===== config.mk =====
export PLATFORM = sky130hd
export DESIGN_NAME = magd_flag_mem
export DESIGN_NICKNAME = d
export VERILOG_FILES = /design/src/hdl/magd_flag_mem.sv
export SDC_FILE = /design/constraint.sdc
export NUM_CORES = 2
export LEC_CHECK = 0
export BUFFER_PORTS_ARGS = -buffer_cell sky130_fd_sc_hd__buf_2
export CORE_ASPECT_RATIO = 1.25
export CORE_MARGIN = 2
export CORE_UTILIZATION = 40
export DETAILED_ROUTE_END_ITERATION = 7
export SETUP_SLACK_MARGIN = 0.1
export SLEW_MARGIN = 0
export SYNTH_ARGS = -nofsm -noshare
export SYNTH_HDL_FRONTEND = slang
export SYNTH_SLANG_ARGS = --single-unit
export TNS_END_PERCENT = 1

===== constraint.sdc =====
create_clock -name clk_i -period 2.05 [get_ports clk_i]
set_input_delay 0 -clock clk_i [delete_from_list [all_inputs] [get_ports clk_i]]
set_output_delay 0 -clock clk_i [all_outputs]
set_load 0.02 [all_outputs]

===== src/hdl/magd_flag_mem.sv =====
// Flag row store: one flag byte per column in a synchronous RAM.
// Per-column valid bits make cleared columns read as zero. No dependencies.
module magd_flag_mem #(
  parameter int unsigned Depth = 256,
  parameter int unsigned AddrW = 8
) (
  input  logic             clk_i,
  input  logic             rst_ni,
  input  logic             clr_i,
  input  logic             rd_en_i,
  input  logic [AddrW-1:0] rd_addr_i,
  output logic [7:0]       rd_data_o,
  input  logic             wr_en_i,
  input  logic [AddrW-1:0] wr_addr_i,
  input  logic [7:0]       wr_data_i
);

  logic [7:0]       mem_q [Depth];
  logic [Depth-1:0] vld_q;
  logic [7:0]       rd_data_q;
  logic             rd_vld_q;

  // Storage array and registered read
  always_ff @(posedge clk_i) begin
    if (wr_en_i) begin
      mem_q[wr_addr_i] <= wr_data_i;
    end
    if (rd_en_i) begin
      rd_data_q <= mem_q[rd_addr_i];
    end
  end

  // Valid bits; a clear wins over an older valid entry on the same read
  always_ff @(posedge clk_i or negedge rst_ni) begin
    if (!rst_ni) begin
      vld_q    <= '0;
      rd_vld_q <= 1'b0;
    end else begin
      if (rd_en_i) begin
        rd_vld_q <= vld_q[rd_addr_i] & ~clr_i;
      end
      if (clr_i) begin
        vld_q <= '0;
      end else if (wr_en_i) begin
        vld_q[wr_addr_i] <= 1'b1;
      end
    end
  end

  assign rd_data_o = rd_vld_q ? rd_data_q : 8'h00;

endmodule


==> out/metrics.csv <==
metric,value,unit
largest net degree at the start of global routing,101,
global route overflow,0,
Reg area,68200,um2
worst-margin pin slew,940,ps
DP Worst Slack,-1530,ps
DRT iter0 DRCs,4797,
final non-filler cell total,7875,
Synth cell types,38,
Hold Startpoint,rd_addr_i[7],
top sig layer,met4,
Crit. End Element,flip-flop,
Post-Route M1 WL,89700,um
core area,223000,um2
Max Slew Vio Count,0,
Clock Root Buffer,clkbuf_16,
crit path DAT,3430,ps
number of fill cells in the layout,18200,
postcts setup bufs,0,
crit path max fanout,1,
slew margin rel.,37.1,%
CP Launch Type,flip-flop,
HP Class,input pin to flip-flop,
clk slew on worst S/H paths,60,ps
routed wl met2,120000,um
Worst Slack Setup Final,-803,ps
die height,534,um
syn nets,4085,
area delta synth->final,18.6,%
worst setup path class,flip-flop to flip-flop,
post-synthesis sequential area ratio,75.9,%
fraction of layout cells with a size suffix above 1,35.8,%
initial antenna violation count,8,
slowest CP cell,mux4_2,
vias,44600,
first-pass GRT wire length,335000,um
crit-path cells,mux4_2 -> mux4_2 -> a22oi_2 -> buf_4 -> nand2_4 -> a22oi_2 -> buf_4 -> o221ai_2,
GRT Util Overall,20.3,%
register bit count reported by yosys,2313,
"Top FF cell, synth",edfxtp_1,
clock skew,27.5,ps
initial core utilization,40.2,%
DR DRC count,0,
IO Pins,37,
Period minus WS final,2850,ps
CTS tree,done,
CTS buffer count,215,
reg-to-reg startpoint,mem_q[162][4]$_DFFE_PP_,
die area,229000,um2
clock sinks,2313,
met3 wire len,11700,um
detailed placement HPWL,152000,um
number of global-route vias before repair,46300,
violated checks,setup timing,
H-tree Lvls,4,
latest clock arrival within the worst-skew pair,840,ps
CTS Buffer Depth,4,
Max-Cap Viols,0,
gpl congestion,0.858,
die extent in x,428,um
Final Hold Fails,0,
peak supply drop,654,uV
fmax,351,MHz
async set-reset flop share out of synthesis,11.1,%
Placed Instances,7449,
Wirelength per Cell,29.5,um
max incr delay on CP,540,ps
total of warnings raised by yosys,0,
Final Cycle Share,139,%
via density per instance,5.67,
final setup vio count,9,
post-route ant nets,0,
Final nets,4780,
Design Power,97.3,mW
CP required,2630,ps
WL final,232000,um
multi-input logic area,20600,um2
"EDFF count, synth",2056,
Leak,35.5,nW
Gate Count Post-Synth,4056,
Avg Inst Size Synth,22.2,um2
Syn Std Cell Area,89900,um2
I/O Buffers,36,
RSZ-0062 raised after global routing,true,
worst setup path startpoint,mem_q[162][4]$_DFFE_PP_,
PwrDens,912,nW/um2
DRT Pass-1 Iters,6,
Cell Rows,194,
outcome,"complete, but fails checks",
-- power by group --
group	internal, mW	switching, mW
Combinational	2.31	3.18
Clock	23.1	17.2
Sequential	51.4	0.0773
Total	76.8	20.5
-- path summary, 6_finish.rpt --
path	end	slack, ps	depth (start not counted)
max	rd_data_q[4]$_DFFE_PP_	-800	8
min	rd_vld_q$_DFFE_PN0P_	40	5
max reg2reg	rd_data_q[4]$_DFFE_PP_	-800	8
min reg2reg	vld_q[11]$_DFFE_PN0P_	490	1
max in group asynchronous	vld_q[210]$_DFFE_PN0P_	1250	4
min in group asynchronous	vld_q[71]$_DFFE_PN0P_	410	4
-- what timing repair did --
action                                 4_1_cts  5_1_grt
gates resized for setup                     37       10
pin swaps                                    9        3
hold buffers                                25        0
endpoints found under the hold margin     2563        0
setup endpoints to repair                    9        9
cloned                                       0        0
-- final cells by class --
type / instances / area share, %
diodes: 5 / 0.0117
clock buffers: 293 / 5.65
clock inverters: 103 / 0.987
inverters: 6 / 0.0352
multi-input cells: 1485 / 19.4
flip-flops and latches: 2313 / 63.9
well taps: 2940 / 3.45
repair buffers: 730 / 6.57
-- placed cells by master (no fill, tap or decap), types with 22 or more instances in the layout --
| master | Yosys | routed |
|---|---|---|
| edfxtp_1 | 2056 | 2056 |
| mux4_2 | 697 | 697 |
| buf_4 | 16 | 553 |
| nor2_1 | 268 | 267 |
| dfrtp_1 | 257 | 257 |
| o21a_1 | 256 | 256 |
| clkbuf_16 | 0 | 222 |
| buf_12 | 0 | 112 |
| clkbuf_1 | 127 | 51 |
| nand2_1 | 44 | 38 |
| clkinv_1 | 1 | 34 |
| a22oi_1 | 47 | 27 |
| clkinv_2 | 0 | 25 |
| dlygate4sd3_1 | 0 | 24 |
| buf_2 | 40 | 24 |
| nand3_1 | 22 | 22 |
-- flip-flops by register name (all words and copies together), names as in the netlist --
| signal | cells |
|---|---|
| mem_q | 2048 |
| rd_data_q | 8 |
| rd_vld_q | 1 |
| vld_q | 256 |
-- critical path, delay by kind of cell (launching register included) --
family | cells | cell delay [ps]
compound gates | 3 | 720
buf+inv | 2 | 370
flops | 1 | 370
mux | 2 | 1060
simple gates | 1 | 50
-- through the flow --
stage	hold WS, ps	util [%]	instance area [um2]	TNS (ps)
after CTS	1.00	47.7	107000	-5630
final	37.0	47.7	107000	-5310
after global routing	61.9	47.7	107000	-5740
after detailed placement	-8.89	44.4	99000	-10710
after global placement	-25.6	44.3	99000	-11010
after floorplan	-296	-	90200	-1320
-- synth_stat cells, types with 2 or more instances --
cell type	n	share of area, %
edfxtp_1	2056	69
mux4_2	697	17
nor2_1	268	1.1
dfrtp_1	257	7.2
o21a_1	256	2.1
clkbuf_1	127	0.53
a22oi_1	47	0.39
nand2_1	44	0.18
buf_1	41	0.17
buf_2	40	0.22
buf_6	28	0.35
nand3_1	22	0.12
mux2i_1	20	0.22
a221oi_1	17	0.17
a22o_1	16	0.16
buf_4	16	0.13
o221ai_1	14	0.14
nor2b_1	13	0.090
and2_1	12	0.084
a21oi_1	9	0.050
nand4_1	9	0.063
o21ai_0	8	0.045
a211oi_1	7	0.058
o22ai_1	6	0.042
inv_1	5	0.021
mux2_2	4	0.050
nor3_1	3	0.017
a31oi_1	2	0.014
nand2b_1	2	0.014
nor4_1	2	0.014
-- logic make-up (layout without fill, tap and decap cells) --
logic type             count (synthesis)  count (layout)  synth area share [%]
AO/OA/AOI/OAI                        387             387                  3.25
buffers and inverters                258            1132                  1.43
flip-flops                          2313            2313                  75.9
multiplexers                         721             721                  17.7
other                                  0               5                     0
AND/OR/NAND/NOR                      377             377                  1.72
-- layer usage --
metal,vias up,GRT usage (%)
li1,18400,-
met1,24400,25.8
met2,1453,35.2
met3,386,2.39
met4,0,8.58
met5,-,0
Note: power is estimated with default switching activity, not from simulation.
